File: src/hdl/assert_macros.svh
// ---------------------------------------------------------------------------
// Assertion macros used by the sender top level to check its own logic.
// Every check is clocked on the rising edge and is disabled while the
// active-low reset is asserted.
// ---------------------------------------------------------------------------
`ifndef ASSERT_MACROS_SVH
`define ASSERT_MACROS_SVH

// A property that must hold at every clock edge.
`define ARQ_ASSERT(name, clk, rst_n, prop, msg) \
    name: assert property (@(posedge clk) disable iff (!rst_n) (prop)) \
        else $error(msg);

// A condition in one cycle that implies a consequence in the next cycle.
`define ARQ_ASSERT_NEXT(name, clk, rst_n, trig, cons, msg) \
    name: assert property (@(posedge clk) disable iff (!rst_n) (trig) |=> (cons)) \
        else $error(msg);

`endif

File: src/hdl/arq_pkg.sv
// ---------------------------------------------------------------------------
// arq_pkg
// Types and codes shared by the stop-and-wait ARQ sender modules.
// ---------------------------------------------------------------------------
package arq_pkg;

    // Command codes of an input item.
    localparam logic [1:0] CMD_START = 2'd0;
    localparam logic [1:0] CMD_ACK   = 2'd1;
    localparam logic [1:0] CMD_TICK  = 2'd2;

    // Result kinds.
    localparam logic [1:0] KIND_SEND = 2'd0;
    localparam logic [1:0] KIND_DONE = 2'd1;
    localparam logic [1:0] KIND_ERR  = 2'd2;

    // Sender phase codes.
    localparam logic [1:0] PH_IDLE = 2'd0;
    localparam logic [1:0] PH_RUN  = 2'd1;
    localparam logic [1:0] PH_STOP = 2'd2;

    // Configuration register indexes.
    localparam logic REG_STREAM_LENGTH = 1'b0;
    localparam logic REG_TIMEOUT_TICKS = 1'b1;

    // Reset value of the timeout register.
    localparam logic [15:0] TIMEOUT_RESET = 16'd1000;

    // One input item.
    typedef struct packed {
        logic [1:0]  command;
        logic        ack_channel;
        logic        ack_type_ok;
        logic [31:0] ack_seq;
    } in_item_t;

    // One result item.
    typedef struct packed {
        logic [1:0]  kind;
        logic        channel;
        logic [31:0] seq_offset;
        logic [10:0] segment_bytes;
        logic        final_segment;
        logic        resend;
        logic        last_of_run;
    } result_t;

    // One configuration write.
    typedef struct packed {
        logic        index;
        logic [31:0] value;
    } cfg_write_t;

    // Up to two results produced by one input item.
    typedef struct packed {
        logic [1:0]           count;
        result_t [1:0]        res;
    } result_pair_t;

endpackage

File: src/hdl/arq_chan_if.sv
// ---------------------------------------------------------------------------
// arq_chan_if
// Valid/ready channel that carries one item of payload type T.
// ---------------------------------------------------------------------------
interface arq_chan_if #(
    parameter type T = logic
);
    logic valid;
    logic ready;
    T     data;

    modport source (
        output valid,
        output data,
        input  ready
    );

    modport sink (
        input  valid,
        input  data,
        output ready
    );
endinterface

File: src/hdl/arq_engine.sv
// ---------------------------------------------------------------------------
// arq_engine
// Sender state and the single-pass next-state logic. For the registered
// input item it computes up to two results and, on fire, commits the state.
// ---------------------------------------------------------------------------
module arq_engine
    import arq_pkg::*;
#(
    parameter int PAYLOAD_BYTES = 1024
)
(
    input  logic         clk,
    input  logic         rst_n,
    input  logic         fire,
    input  in_item_t     item,
    input  logic [31:0]  stream_length,
    input  logic [15:0]  timeout_ticks,
    output result_pair_t pair
);

    localparam logic [31:0] PB32 = 32'(PAYLOAD_BYTES);

    logic [1:0]  phase_reg, phase_next;
    logic [31:0] next_offset_reg, next_offset_next;
    logic        busy_reg [2];
    logic        busy_next [2];
    logic [31:0] seq_reg [2];
    logic [31:0] seq_next [2];
    logic [10:0] len_reg [2];
    logic [10:0] len_next [2];
    logic        final_reg [2];
    logic        final_next [2];
    logic [15:0] timer_reg [2];
    logic [15:0] timer_next [2];

    // Segment cut at the start offset and after a full first segment.
    logic [31:0] start_len_a;
    logic        start_full_a;
    logic [31:0] rem_b;
    logic        full_b;
    logic [31:0] start_len_b;

    // Segment cut at the current next offset on an acknowledgement.
    logic [31:0] rem_n;
    logic        full_n;
    logic [31:0] len_n;
    logic        more;

    // Acknowledgement check and timer expiry.
    logic        ach;
    logic        ack_bad;
    logic        exp0;
    logic        exp1;

    assign start_full_a = stream_length > PB32;
    assign start_len_a  = start_full_a ? PB32 : stream_length;
    assign rem_b        = stream_length - PB32;
    assign full_b       = rem_b > PB32;
    assign start_len_b  = full_b ? PB32 : rem_b;

    assign more   = next_offset_reg < stream_length;
    assign rem_n  = stream_length - next_offset_reg;
    assign full_n = rem_n > PB32;
    assign len_n  = full_n ? PB32 : rem_n;

    assign ach     = item.ack_channel;
    assign ack_bad = !busy_reg[ach] || !item.ack_type_ok || (item.ack_seq != seq_reg[ach]);
    assign exp0    = busy_reg[0] && (timer_reg[0] <= 16'd1);
    assign exp1    = busy_reg[1] && (timer_reg[1] <= 16'd1);

    // Next state and results for the item in the input register.
    always_comb
    begin
        phase_next       = phase_reg;
        next_offset_next = next_offset_reg;
        busy_next        = busy_reg;
        seq_next         = seq_reg;
        len_next         = len_reg;
        final_next       = final_reg;
        timer_next       = timer_reg;
        pair             = '0;

        case (item.command)
            CMD_START:
            begin
                if (phase_reg != PH_RUN)
                begin
                    busy_next[0]     = 1'b0;
                    busy_next[1]     = 1'b0;
                    timer_next[0]    = '0;
                    timer_next[1]    = '0;
                    next_offset_next = '0;
                    if (stream_length == '0)
                    begin
                        phase_next       = PH_STOP;
                        pair.count       = 2'd1;
                        pair.res[0].kind = KIND_ERR;
                    end
                    else
                    begin
                        phase_next    = PH_RUN;
                        busy_next[0]  = 1'b1;
                        seq_next[0]   = '0;
                        len_next[0]   = start_len_a[10:0];
                        final_next[0] = !start_full_a;
                        timer_next[0] = timeout_ticks;
                        next_offset_next = start_len_a;
                        pair.count    = 2'd1;
                        pair.res[0].kind          = KIND_SEND;
                        pair.res[0].channel       = 1'b0;
                        pair.res[0].seq_offset    = '0;
                        pair.res[0].segment_bytes = start_len_a[10:0];
                        pair.res[0].final_segment = !start_full_a;
                        if (start_full_a)
                        begin
                            busy_next[1]  = 1'b1;
                            seq_next[1]   = PB32;
                            len_next[1]   = start_len_b[10:0];
                            final_next[1] = !full_b;
                            timer_next[1] = timeout_ticks;
                            next_offset_next = PB32 + start_len_b;
                            pair.count    = 2'd2;
                            pair.res[1].kind          = KIND_SEND;
                            pair.res[1].channel       = 1'b1;
                            pair.res[1].seq_offset    = PB32;
                            pair.res[1].segment_bytes = start_len_b[10:0];
                            pair.res[1].final_segment = !full_b;
                        end
                    end
                end
            end

            CMD_ACK:
            begin
                if (phase_reg == PH_RUN)
                begin
                    if (ack_bad)
                    begin
                        phase_next          = PH_STOP;
                        busy_next[0]        = 1'b0;
                        busy_next[1]        = 1'b0;
                        timer_next[0]       = '0;
                        timer_next[1]       = '0;
                        pair.count          = 2'd1;
                        pair.res[0].kind    = KIND_ERR;
                        pair.res[0].channel = ach;
                    end
                    else if (more)
                    begin
                        // The freed channel carries the next segment.
                        busy_next[ach]   = 1'b1;
                        seq_next[ach]    = next_offset_reg;
                        len_next[ach]    = len_n[10:0];
                        final_next[ach]  = !full_n;
                        timer_next[ach]  = timeout_ticks;
                        next_offset_next = next_offset_reg + len_n;
                        pair.count       = 2'd1;
                        pair.res[0].kind          = KIND_SEND;
                        pair.res[0].channel       = ach;
                        pair.res[0].seq_offset    = next_offset_reg;
                        pair.res[0].segment_bytes = len_n[10:0];
                        pair.res[0].final_segment = !full_n;
                    end
                    else
                    begin
                        busy_next[ach]  = 1'b0;
                        timer_next[ach] = '0;
                        if (!busy_reg[!ach])
                        begin
                            phase_next       = PH_IDLE;
                            pair.count       = 2'd1;
                            pair.res[0].kind = KIND_DONE;
                        end
                    end
                end
            end

            CMD_TICK:
            begin
                if (phase_reg == PH_RUN)
                begin
                    // Count down each busy channel; reload and resend on expiry.
                    if (busy_reg[0])
                    begin
                        timer_next[0] = exp0 ? timeout_ticks : timer_reg[0] - 16'd1;
                    end
                    if (busy_reg[1])
                    begin
                        timer_next[1] = exp1 ? timeout_ticks : timer_reg[1] - 16'd1;
                    end
                    if (exp0)
                    begin
                        pair.res[0].kind          = KIND_SEND;
                        pair.res[0].channel       = 1'b0;
                        pair.res[0].seq_offset    = seq_reg[0];
                        pair.res[0].segment_bytes = len_reg[0];
                        pair.res[0].final_segment = final_reg[0];
                        pair.res[0].resend        = 1'b1;
                    end
                    if (exp1)
                    begin
                        pair.res[exp0].kind          = KIND_SEND;
                        pair.res[exp0].channel       = 1'b1;
                        pair.res[exp0].seq_offset    = seq_reg[1];
                        pair.res[exp0].segment_bytes = len_reg[1];
                        pair.res[exp0].final_segment = final_reg[1];
                        pair.res[exp0].resend        = 1'b1;
                    end
                    pair.count = {1'b0, exp0} + {1'b0, exp1};
                end
            end

            default:
            begin
                pair.count = 2'd0;
            end
        endcase

        // Mark the last result that this item causes.
        if (pair.count == 2'd2)
        begin
            pair.res[1].last_of_run = 1'b1;
        end
        else if (pair.count == 2'd1)
        begin
            pair.res[0].last_of_run = 1'b1;
        end
    end

    // State registers, updated when the item is consumed.
    always_ff @(posedge clk or negedge rst_n)
    begin
        if (!rst_n)
        begin
            phase_reg       <= PH_IDLE;
            next_offset_reg <= '0;
            for (int c = 0; c < 2; c++)
            begin
                busy_reg[c]  <= 1'b0;
                seq_reg[c]   <= '0;
                len_reg[c]   <= '0;
                final_reg[c] <= 1'b0;
                timer_reg[c] <= '0;
            end
        end
        else if (fire)
        begin
            phase_reg       <= phase_next;
            next_offset_reg <= next_offset_next;
            busy_reg        <= busy_next;
            seq_reg         <= seq_next;
            len_reg         <= len_next;
            final_reg       <= final_next;
            timer_reg       <= timer_next;
        end
    end

endmodule

File: src/hdl/arq_result_buf.sv
// ---------------------------------------------------------------------------
// arq_result_buf
// Two-slot result register. It loads up to two results at once and hands
// them out one per handshake, head first.
// ---------------------------------------------------------------------------
module arq_result_buf
    import arq_pkg::*;
(
    input  logic         clk,
    input  logic         rst_n,
    input  logic         load,
    input  result_pair_t pair,
    output logic         space,
    arq_chan_if.source   result_out
);

    result_t     head_reg, head_next;
    result_t     tail_reg, tail_next;
    logic [1:0]  cnt_reg, cnt_next;
    logic        pop;

    assign result_out.valid = (cnt_reg != 2'd0);
    assign result_out.data  = head_reg;
    assign pop              = result_out.valid && result_out.ready;

    // New results may enter when the buffer is empty after this cycle.
    assign space = (cnt_reg == 2'd0) || ((cnt_reg == 2'd1) && pop);

    // Load a new pair or shift the tail forward on a pop.
    always_comb
    begin
        head_next = head_reg;
        tail_next = tail_reg;
        cnt_next  = cnt_reg;
        if (load)
        begin
            head_next = pair.res[0];
            tail_next = pair.res[1];
            cnt_next  = pair.count;
        end
        else if (pop)
        begin
            head_next = tail_reg;
            cnt_next  = cnt_reg - 2'd1;
        end
    end

    always_ff @(posedge clk or negedge rst_n)
    begin
        if (!rst_n)
        begin
            cnt_reg <= 2'd0;
        end
        else
        begin
            cnt_reg <= cnt_next;
        end
    end

    always_ff @(posedge clk)
    begin
        head_reg <= head_next;
        tail_reg <= tail_next;
    end

endmodule

File: src/hdl/two_channel_stop_wait_arq_sender.sv
// ---------------------------------------------------------------------------
// two_channel_stop_wait_arq_sender
// Control path of a stop-and-wait ARQ sender that moves a byte stream over
// two channels, one outstanding segment per channel.
// ---------------------------------------------------------------------------
// An accepted item lands in an input register, where the engine works on it
// combinationally. Its results (none, one or two) are loaded into the output
// register when the item is consumed, which waits until they fit there, so the
// first result is shown from the output register and not from the engine.
// The block takes one item per cycle as long as each item gives at most one
// result and the output is taken every cycle; an item that gives two results
// (a start with more than one segment, or a tick on which both channels time
// out) holds the two-slot output register until both are taken. Configuration
// writes are always ready and take effect at the edge that accepts them.
module two_channel_stop_wait_arq_sender
    import arq_pkg::*;
#(
    parameter int PAYLOAD_BYTES = 1024
)
(
    input  logic       clk,
    input  logic       rst_n,
    arq_chan_if.sink   item_in,
    arq_chan_if.source result_out,
    arq_chan_if.sink   cfg
);

    `include "assert_macros.svh"

    logic [31:0]  stream_length_reg;
    logic [15:0]  timeout_ticks_reg;
    logic         in_valid_reg;
    in_item_t     in_data_reg;
    result_pair_t pair;
    logic         buf_space;
    logic         fire;
    logic         load;

    // Configuration registers.
    assign cfg.ready = 1'b1;

    always_ff @(posedge clk or negedge rst_n)
    begin
        if (!rst_n)
        begin
            stream_length_reg <= '0;
            timeout_ticks_reg <= TIMEOUT_RESET;
        end
        else if (cfg.valid)
        begin
            if (cfg.data.index == REG_STREAM_LENGTH)
            begin
                stream_length_reg <= cfg.data.value;
            end
            else if (cfg.data.index == REG_TIMEOUT_TICKS)
            begin
                timeout_ticks_reg <= cfg.data.value[15:0];
            end
        end
    end

    // An item is consumed when its results fit in the output register.
    assign fire          = in_valid_reg && ((pair.count == 2'd0) || buf_space);
    assign load          = fire && (pair.count != 2'd0);
    assign item_in.ready = !in_valid_reg || fire;

    // Input register.
    always_ff @(posedge clk or negedge rst_n)
    begin
        if (!rst_n)
        begin
            in_valid_reg <= 1'b0;
        end
        else if (item_in.ready)
        begin
            in_valid_reg <= item_in.valid;
        end
    end

    always_ff @(posedge clk)
    begin
        if (item_in.valid && item_in.ready)
        begin
            in_data_reg <= item_in.data;
        end
    end

    arq_engine #(
        .PAYLOAD_BYTES (PAYLOAD_BYTES)
    ) u_engine (
        .clk           (clk),
        .rst_n         (rst_n),
        .fire          (fire),
        .item          (in_data_reg),
        .stream_length (stream_length_reg),
        .timeout_ticks (timeout_ticks_reg),
        .pair          (pair)
    );

    arq_result_buf u_result_buf (
        .clk        (clk),
        .rst_n      (rst_n),
        .load       (load),
        .pair       (pair),
        .space      (buf_space),
        .result_out (result_out)
    );

    // Checks on the input register, the engine and the output register.
    `ARQ_ASSERT(a_count_range, clk, rst_n, pair.count != 2'd3,
                "engine gave more than two results")
    `ARQ_ASSERT_NEXT(a_held_item, clk, rst_n, in_valid_reg && !fire,
                     in_valid_reg && $stable(in_data_reg),
                     "waiting item was lost or changed")
    `ARQ_ASSERT_NEXT(a_pair_shown, clk, rst_n, load && pair.count == 2'd2,
                     result_out.valid && !result_out.data.last_of_run,
                     "first of two results not shown")

endmodule

File: src/flat_wrapper.sv
// flat-port wrapper written by rule: the top's interface ports become plain ports
module two_channel_stop_wait_arq_sender_flat import arq_pkg::*;
#(
    parameter int PAYLOAD_BYTES = 1024
)
  (clk, rst_n, item_in_valid, item_in_data, item_in_ready, result_out_valid, result_out_data, result_out_ready, cfg_valid, cfg_data, cfg_ready);
  arq_chan_if #(.T(in_item_t)) item_in_i ();
  arq_chan_if #(.T(result_t)) result_out_i ();
  arq_chan_if #(.T(cfg_write_t)) cfg_i ();
  input  logic clk;
  input  logic rst_n;
  input wire logic [$bits(item_in_i.valid)-1:0] item_in_valid;
  input wire logic [$bits(item_in_i.data)-1:0] item_in_data;
  output wire logic [$bits(item_in_i.ready)-1:0] item_in_ready;
  output wire logic [$bits(result_out_i.valid)-1:0] result_out_valid;
  output wire logic [$bits(result_out_i.data)-1:0] result_out_data;
  input wire logic [$bits(result_out_i.ready)-1:0] result_out_ready;
  input wire logic [$bits(cfg_i.valid)-1:0] cfg_valid;
  input wire logic [$bits(cfg_i.data)-1:0] cfg_data;
  output wire logic [$bits(cfg_i.ready)-1:0] cfg_ready;
  assign item_in_i.valid = item_in_valid;
  assign item_in_i.data = item_in_data;
  assign item_in_ready = item_in_i.ready;
  assign result_out_valid = result_out_i.valid;
  assign result_out_data = result_out_i.data;
  assign result_out_i.ready = result_out_ready;
  assign cfg_i.valid = cfg_valid;
  assign cfg_i.data = cfg_data;
  assign cfg_ready = cfg_i.ready;
  two_channel_stop_wait_arq_sender #(.PAYLOAD_BYTES(PAYLOAD_BYTES)) u_core (.clk(clk), .rst_n(rst_n), .item_in(item_in_i), .result_out(result_out_i), .cfg(cfg_i));
endmodule
File: config.mk
export PLATFORM = sky130hd
export DESIGN_NAME = two_channel_stop_wait_arq_sender_flat
export DESIGN_NICKNAME = d
export VERILOG_FILES = /design/src/hdl/arq_pkg.sv /design/src/hdl/arq_chan_if.sv /design/src/hdl/arq_engine.sv /design/src/hdl/arq_result_buf.sv /design/src/hdl/two_channel_stop_wait_arq_sender.sv /design/src/flat_wrapper.sv
export VERILOG_INCLUDE_DIRS = /design/src /design/src/hdl
export SDC_FILE = /design/constraint.sdc
export NUM_CORES = 1
export LEC_CHECK = 0
export BUFFER_PORTS_ARGS = -buffer_cell sky130_fd_sc_hd__buf_2
export CAP_MARGIN = 5
export CORE_ASPECT_RATIO = 0.8
export CORE_MARGIN = 5
export CORE_UTILIZATION = 44
export DETAILED_ROUTE_END_ITERATION = 16
export GPL_ROUTABILITY_DRIVEN = 1
export RECOVER_POWER = 100
export SLEW_MARGIN = 5
export SYNTH_ARGS = -nofsm -noshare
export SYNTH_HDL_FRONTEND = slang
export SYNTH_SLANG_ARGS = --single-unit
File: constraint.sdc
create_clock -name clk -period 7.1 [get_ports clk]
set_input_delay 0.355 -clock clk [delete_from_list [all_inputs] [get_ports clk]]
set_output_delay 0.355 -clock clk [all_outputs]
set_load 0.005 [all_outputs]
# Word level (Yosys, flattened, before mapping)
# Index checks and enable logic that the tools add are counted.
# W data, S select, Z words.
# totals
reg_bits	341
input_bits	74
output_inout_bits	52
wordCells	248
# classes
addsub	8
magnitude_cmp	11
n_eq_ne	19
n_mux	128
n_bitwise	8
reduce_logical	40
# op_table
operator	n
$mux W32	20
$bwmux W98	6
$mux W64	5
$demux W49 S1	6
$mux W49	5
$mux W47	4
$pmux W47 S3	1
$pmux W64 S2	1
$mux W22	5
$mux W100	1
$mux W98	1
$gt A32 B11 Y1 const B	3
$mux W16	6
$mux W48	2
$pmux W32 S3	1
$pmux W47 S2	1
$mux W45	2
$bwmux W64	1
$pmux W32 S2	1
$mux W46	1
$mux W2	22
$mux W44	1
$pmux W22 S2	1
$add A11 B32 Y32 const A	1
other kinds (52)	116

# Logic depth before layout (Yosys ltp)
# depth
word_depth	20
ltp_mapped	31
depth_no_buf	30

# Hierarchy
# Synthesis repeated with hierarchy kept, for this count alone.
# unflattened
cells_unflattened	2127
area_unflattened_um2	20998.9
# by_module_without_submodules
mod	instances	cells_each	area_per_inst_um2	seq_area_each_um2
arq_engine	1	1808	14192.4	3903.7
arq_result_buf	1	171	3696.0	2992.9
two_channel_stop_wait_arq_sender	1	148	3110.5	2314.7

# Least setup slack after synthesis
# Ideal clock, no wire load.
# synth_path
path_type	flip-flop to flip-flop
from	reg u_core.stream_length_reg[0]
to	reg u_core.u_engine.next_offset_reg[30]
setup_ps	83
arrival_ps	6217
required_time_ps	7017
path_slack_ps	800
stages_incl_launch_ff	31
n_path_buf	1
period_less_slack_ps	6300
path_cell_list	dfrtp_1 inv_1 ha_1 fa_1 nand2b_1 a211oi_2 o22ai_1 o221ai_1 o221ai_1 a22oi_1 nand4_1 or4_1 nor3_1 o21ai_1 clkbuf_1 nor2_1 ha_1 a21o_1 a21o_1 a21o_1 a21o_1 a21o_1 a21o_1 o221ai_1 o31ai_1 a41oi_1 a21oi_1 a211oi_1 xnor2_1 nand3_1 o21ai_0
# synth_via
elab_chain_cells	9
elab_cells_between_ends	31
cone_classes	add/sub (4); order compare (4); eq/ne (1); mux (17); reduce/logical (5)
# synth_lines
item	line	text
from (decl)	two_channel_stop_wait_arq_sender.sv:30	logic [31:0] stream_length_reg;
from (signal assigned)	two_channel_stop_wait_arq_sender.sv:53	stream_length_reg <= cfg.data.value;
branches (longest 9 deep; another with $sub A32 B32 Y32)	n/a	
to (signal assigned)	arq_engine.sv:249	next_offset_reg <= next_offset_next;
to (decl)	arq_engine.sv:24	logic [31:0] next_offset_reg, next_offset_next;
# Several ways; the timed one is not identified. The select of a mux whose other input is x is not followed.
# A chain may end at the register's enable or synchronous reset.

# Final worst setup path
# layout_path
from	reg u_core.stream_length_reg[15]
to	reg u_core.u_engine.seq_reg[24] in the netlist's numbering
# layout_via
elab_chain_cells	9
elab_cells_between_ends	17
cone_classes	order compare (2); eq/ne (3); mux (7); reduce/logical (5)
# layout_lines
item	line	text
$lt A32 B32 Y1 or $gt A32 B11 Y1 (tied branches)	arq_engine.sv:61, arq_engine.sv:55	
$mux W1 or $mux W49 (tied branches)	arq_engine.sv:148, arq_engine.sv:114	
$mux W1 or $mux W2 (tied branches)	arq_engine.sv:137, arq_engine.sv:93	
$mux W1 or $mux W49 (tied branches)	arq_engine.sv:135, arq_engine.sv:86	
$pmux W2 S3	arq_engine.sv:83	case (item.command)
$logic_not A2 Y1	two_channel_stop_wait_arq_sender.sv:63	assign fire = in_valid_reg && ((pair.count == 2'd0) || buf_space);
$logic_or A1 B1 Y1	two_channel_stop_wait_arq_sender.sv:63	
$logic_and A1 B1 Y1	two_channel_stop_wait_arq_sender.sv:63	
$reduce_and A8 Y1 (no source line) *	n/a	
to (signal assigned)	arq_engine.sv:251	seq_reg <= seq_next;
to (decl)	arq_engine.sv:27	logic [31:0] seq_reg [2];
# Every way passes the cells marked *; elsewhere a longest branch is shown, timed or not.

==> flow_results.xml <==
<?xml version="1.0" encoding="UTF-8"?>
<metrics>
  <group name="final_layout">
    <metric name="total_area_of_multi_input_combinational_cells" unit="sq um">10800</metric>
    <metric name="finish.instance_area" unit="sq um">24700</metric>
    <metric name="diodes_inserted" unit="">0</metric>
    <metric name="largest_register_ffs" unit="">64</metric>
    <metric name="final_layout_size_suffix_gt1_share" unit="%">17.5</metric>
    <metric name="sequential_cell_area" unit="sq um">9150</metric>
    <metric name="final_nets" unit="">2572</metric>
    <metric name="area_delta_synth_final" unit="%">19.8</metric>
    <metric name="fillerInstances" unit="">4324</metric>
  </group>
  <group name="logic_synthesis">
    <metric name="synth_flop_cell" unit="">sky130_fd_sc_hd__dfrtp_1</metric>
    <metric name="synth_cell_types" unit="">85</metric>
    <metric name="mapped_area" unit="sq um">20600</metric>
    <metric name="post_synthesis_register_bit_count" unit="">339</metric>
    <metric name="postSynthCellCount" unit="">2137</metric>
    <metric name="ys_async_sr_fraction" unit="%">61.1</metric>
    <metric name="syn-mean-instance-area" unit="sq um">9.65</metric>
    <metric name="ys_warn_count" unit="">0</metric>
    <metric name="ys_seq_area_share" unit="%">44.4</metric>
    <metric name="synth-edff-count" unit="">132</metric>
  </group>
  <group name="timing">
    <metric name="final_hold_viol_count" unit="">0</metric>
    <metric name="finalCritPeriodShare" unit="%">96.3</metric>
    <metric name="transition_time_at_the_pin_with_the_least_slew_margin" unit="ps">4360</metric>
    <metric name="fin_skew" unit="ps">29.1</metric>
    <metric name="finalSetupTns" unit="ps">0</metric>
    <metric name="fin_crit" unit="ps">6840</metric>
    <metric name="fmaxAchievable" unit="GHz">0.146</metric>
    <metric name="maxSlewHeadroom" unit="%">-191</metric>
    <metric name="timing_max_transition_violations_final" unit="">341</metric>
    <metric name="hold_ws" unit="ps">22.8</metric>
    <metric name="finalSetupViolations" unit="">0</metric>
    <metric name="rsz0062_at_grt" unit="">false</metric>
  </group>
  <group name="floorplan">
    <metric name="die_height" unit="um">204</metric>
    <metric name="ioPinCount" unit="">126</metric>
    <metric name="placeable_core_region" unit="sq um">46700</metric>
    <metric name="width_of_the_die" unit="um">252</metric>
    <metric name="initial_utilization" unit="%">44.1</metric>
    <metric name="floorplan.die_area" unit="sq um">51300</metric>
    <metric name="core.rowCount" unit="">71</metric>
  </group>
  <group name="flow_run">
    <metric name="timing.max_cap.violations" unit="">7</metric>
  </group>
  <group name="cts">
    <metric name="insertion_delay" unit="ps">570</metric>
    <metric name="cts_buffer_depth" unit="">3</metric>
    <metric name="cts_tree" unit="">yes</metric>
    <metric name="clock_sinks" unit="">339</metric>
    <metric name="clock_tree.root_cell" unit="">sky130_fd_sc_hd__clkbuf_16</metric>
    <metric name="path_clk_slew" unit="ps">60</metric>
    <metric name="cts_buffers" unit="">38</metric>
    <metric name="cts-htree-levels" unit="">2</metric>
  </group>
  <group name="worst_setup_path">
    <metric name="critical_path.max_fanout" unit="">44</metric>
    <metric name="critical_path_arrival" unit="ps">7270</metric>
    <metric name="critical-path-max-stage-delay" unit="ps">1830</metric>
    <metric name="timing.critical_path.cells" unit="">clkbuf_1, or4_4, or3_4, or4_4, nor4b_4, a21boi_0, nor2_2, a21o_4, o21ai_0, nand2_2, a21o_4, a21oi_2, nand2_2, buf_12, a22o_1</metric>
    <metric name="critPathLaunchType" unit="">flop</metric>
    <metric name="path_class" unit="">reg -&gt; reg</metric>
    <metric name="cpMaxStageDelayCell" unit="">sky130_fd_sc_hd__a21boi_0</metric>
    <metric name="setup.worst_path.end_class" unit="">flop</metric>
    <metric name="reg2reg_setup_slack" unit="ps">260</metric>
    <metric name="cp.required" unit="ps">7530</metric>
  </group>
  <group name="status">
    <metric name="violations" unit="">capacitance limit, slew limit</metric>
    <metric name="status" unit="">finished with violations</metric>
  </group>
  <group name="grt">
    <metric name="antenna_found_initial" unit="">4</metric>
    <metric name="global_route.usage.total" unit="%">26.6</metric>
    <metric name="grt_max_degree" unit="">95</metric>
    <metric name="globalRouteOverflowTotal" unit="">0</metric>
    <metric name="vias_in_the_first_global_route" unit="">17741</metric>
    <metric name="grt_first_pass_wirelength" unit="um">107000</metric>
  </group>
  <group name="placement">
    <metric name="io_buffers" unit="">124</metric>
    <metric name="dp_hpwl" unit="um">49600</metric>
    <metric name="final_weighted_congestion_in_routability_driven_placement" unit="">0.942</metric>
    <metric name="placement.cell_area" unit="sq um">23000</metric>
  </group>
  <group name="detailed_routing">
    <metric name="drt_first_iter_violations" unit="">1927</metric>
    <metric name="drc" unit="">0</metric>
    <metric name="vias_per_cell" unit="">6.00</metric>
    <metric name="drt_wl_total" unit="um">69900</metric>
    <metric name="vias" unit="">18371</metric>
    <metric name="detail-route-antenna-nets" unit="">0</metric>
    <metric name="routedWlPerCell" unit="um">22.8</metric>
    <metric name="firstDrtPassIters" unit="">6</metric>
  </group>
  <group name="power">
    <metric name="irDropWorstVdd" unit="mV">0.223</metric>
    <metric name="power-per-cell-area" unit="nW/um^2">381</metric>
    <metric name="static-leakage-power" unit="nW">10.5</metric>
  </group>
  <group name="hold_path">
    <metric name="hp-class" unit="">in -&gt; reg</metric>
  </group>
</metrics>
## Yosys cell counts, types with 18 or more instances
| library cell | instances | share of area, % |
|---|---|---|
| sky130_fd_sc_hd__a21o_1 | 32 | 1.2 |
| sky130_fd_sc_hd__a21oi_1 | 141 | 3.4 |
| sky130_fd_sc_hd__a222oi_1 | 42 | 2.0 |
| sky130_fd_sc_hd__a22o_1 | 75 | 3.2 |
| sky130_fd_sc_hd__a22oi_1 | 41 | 1.5 |
| sky130_fd_sc_hd__and2_1 | 40 | 1.2 |
| sky130_fd_sc_hd__and3_1 | 36 | 1.1 |
| sky130_fd_sc_hd__buf_2 | 23 | 0.56 |
| sky130_fd_sc_hd__clkbuf_1 | 99 | 1.8 |
| sky130_fd_sc_hd__dfrtp_1 | 201 | 24 |
| sky130_fd_sc_hd__edfxtp_1 | 132 | 19 |
| sky130_fd_sc_hd__ha_1 | 81 | 4.9 |
| sky130_fd_sc_hd__inv_1 | 75 | 1.4 |
| sky130_fd_sc_hd__mux2_2 | 46 | 2.5 |
| sky130_fd_sc_hd__mux2i_1 | 36 | 1.7 |
| sky130_fd_sc_hd__nand2_1 | 216 | 3.9 |
| sky130_fd_sc_hd__nand2b_1 | 18 | 0.55 |
| sky130_fd_sc_hd__nand3_1 | 30 | 0.73 |
| sky130_fd_sc_hd__nand4_1 | 24 | 0.73 |
| sky130_fd_sc_hd__nor2_1 | 93 | 1.7 |
| sky130_fd_sc_hd__nor3_1 | 46 | 1.1 |
| sky130_fd_sc_hd__nor4_1 | 29 | 0.88 |
| sky130_fd_sc_hd__o211ai_1 | 36 | 1.3 |
| sky130_fd_sc_hd__o21ai_0 | 188 | 4.6 |
| sky130_fd_sc_hd__xnor2_1 | 74 | 3.1 |
| sky130_fd_sc_hd__xor2_1 | 26 | 1.1 |
## cell usage in the layout (no fill, tap or decap), drive strengths merged, types with 7 or more instances in the layout
master       instances
o31ai                7
a211oi              14
nor3b               15
a222oi              42
and3                36
nand3               30
and2                41
o21a                13
xor2                26
a21o                34
or4                 11
clkinv               8
clkbuf              98
mux2                47
buf                271
o211ai              36
or3                 16
nor2b               14
xnor2               74
ha                  81
nor3                46
edfxtp             132
nand2b              18
dlygate4sd3         45
a21oi              144
nand4               24
a22o                75
o21ai              207
nand2              218
a221oi              14
dfrtp              201
nor4                29
conb                21
mux2i               36
nor2                94
a21boi              17
a22oi               41
o22ai               13
inv                 78
## final timing paths
| kind | startpoint | end | depth (start not counted) |
|---|---|---|---|
| max | u_core.stream_length_reg[15]$_DFFE_PN0P_ | u_core.u_engine.seq_reg[24]$_DFFE_PN0P_ | 15 |
| min | cfg_data[22] | u_core.stream_length_reg[22]$_DFFE_PN0P_ | 2 |
| max reg2reg | u_core.stream_length_reg[15]$_DFFE_PN0P_ | u_core.u_engine.seq_reg[24]$_DFFE_PN0P_ | 15 |
| min reg2reg | u_core.u_engine.len_reg[16]$_DFFE_PN0P_ | u_core.u_engine.len_reg[16]$_DFFE_PN0P_ | 2 |
| max in group asynchronous | rst_n | u_core.u_engine.busy_reg[1]$_DFFE_PN0P_ | 3 |
| min in group asynchronous | rst_n | u_core.u_engine.len_reg[7]$_DFFE_PN0P_ | 2 |
## layout make-up
type | count | area share, %
Multi-Input combinational cell | 1602 | 43.5
Sequential cell | 339 | 37.1
Timing Repair Buffer | 358 | 10.1
Clock buffer | 56 | 4.42
Tap cell | 620 | 3.14
Inverter | 76 | 1.16
Clock inverter | 13 | 0.628
## where the power goes
part           leakage, nW  switching (mW)  total [mW]  internal [mW]
Combinational         5.93            2.60        4.43           1.82
Clock                0.613           0.833        2.01           1.18
Sequential            3.92           0.395        2.96           2.57
Total                 10.5            3.83        9.41           5.57
## what timing repair did
item                       CTS  global route
hold endpoints to repair   117             0
setup endpoints to repair    1            17
resized for setup            1            16
pin swaps                    0             3
buffers inserted             0             1
hold buffers                45             0
## per-layer routing
layer / part of all wire, % / track usage (%)
met5: 0 / 0
met4: 2.2 / 6.43
met3: 6.3 / 3.33
met2: 46 / 41.9
met1: 46 / 39.4
## critical path: cells and delay by family, from the launching register on
kind | cells | cell delay [ps]
AOI/OAI and AO/OA | 6 | 3230
and+or+nand+nor | 7 | 2570
buffers and inverters | 2 | 430
DFF | 1 | 430
## stage by stage
stage,total power [mW],util (%),setup WS (ps),std cells
after CTS,9.38,52.9,70.5,3063
after detailed placement,7.30,49.3,-63.2,2949
after global routing,9.99,52.9,37.7,3064
after floorplan,5.53,-,800,2156
final,9.41,52.9,260,3064
after global placement,7.25,49.3,-45.4,2949
## logic make-up (layout without fill, tap and decap cells)
kind of cell,after synthesis,after routing,synth area share (%)
and+or+nand+nor,609,609,14.7
adders and majority gates,83,83,5.11
xor gates and xnor gates,100,100,4.25
buffers and inverters,215,503,4.24
muxes,83,83,4.31
other,2,21,0.0364
AOI/OAI and AO/OA,706,706,23.0
DFF,339,339,44.4
Note: power is estimated with default switching activity, not from simulation.
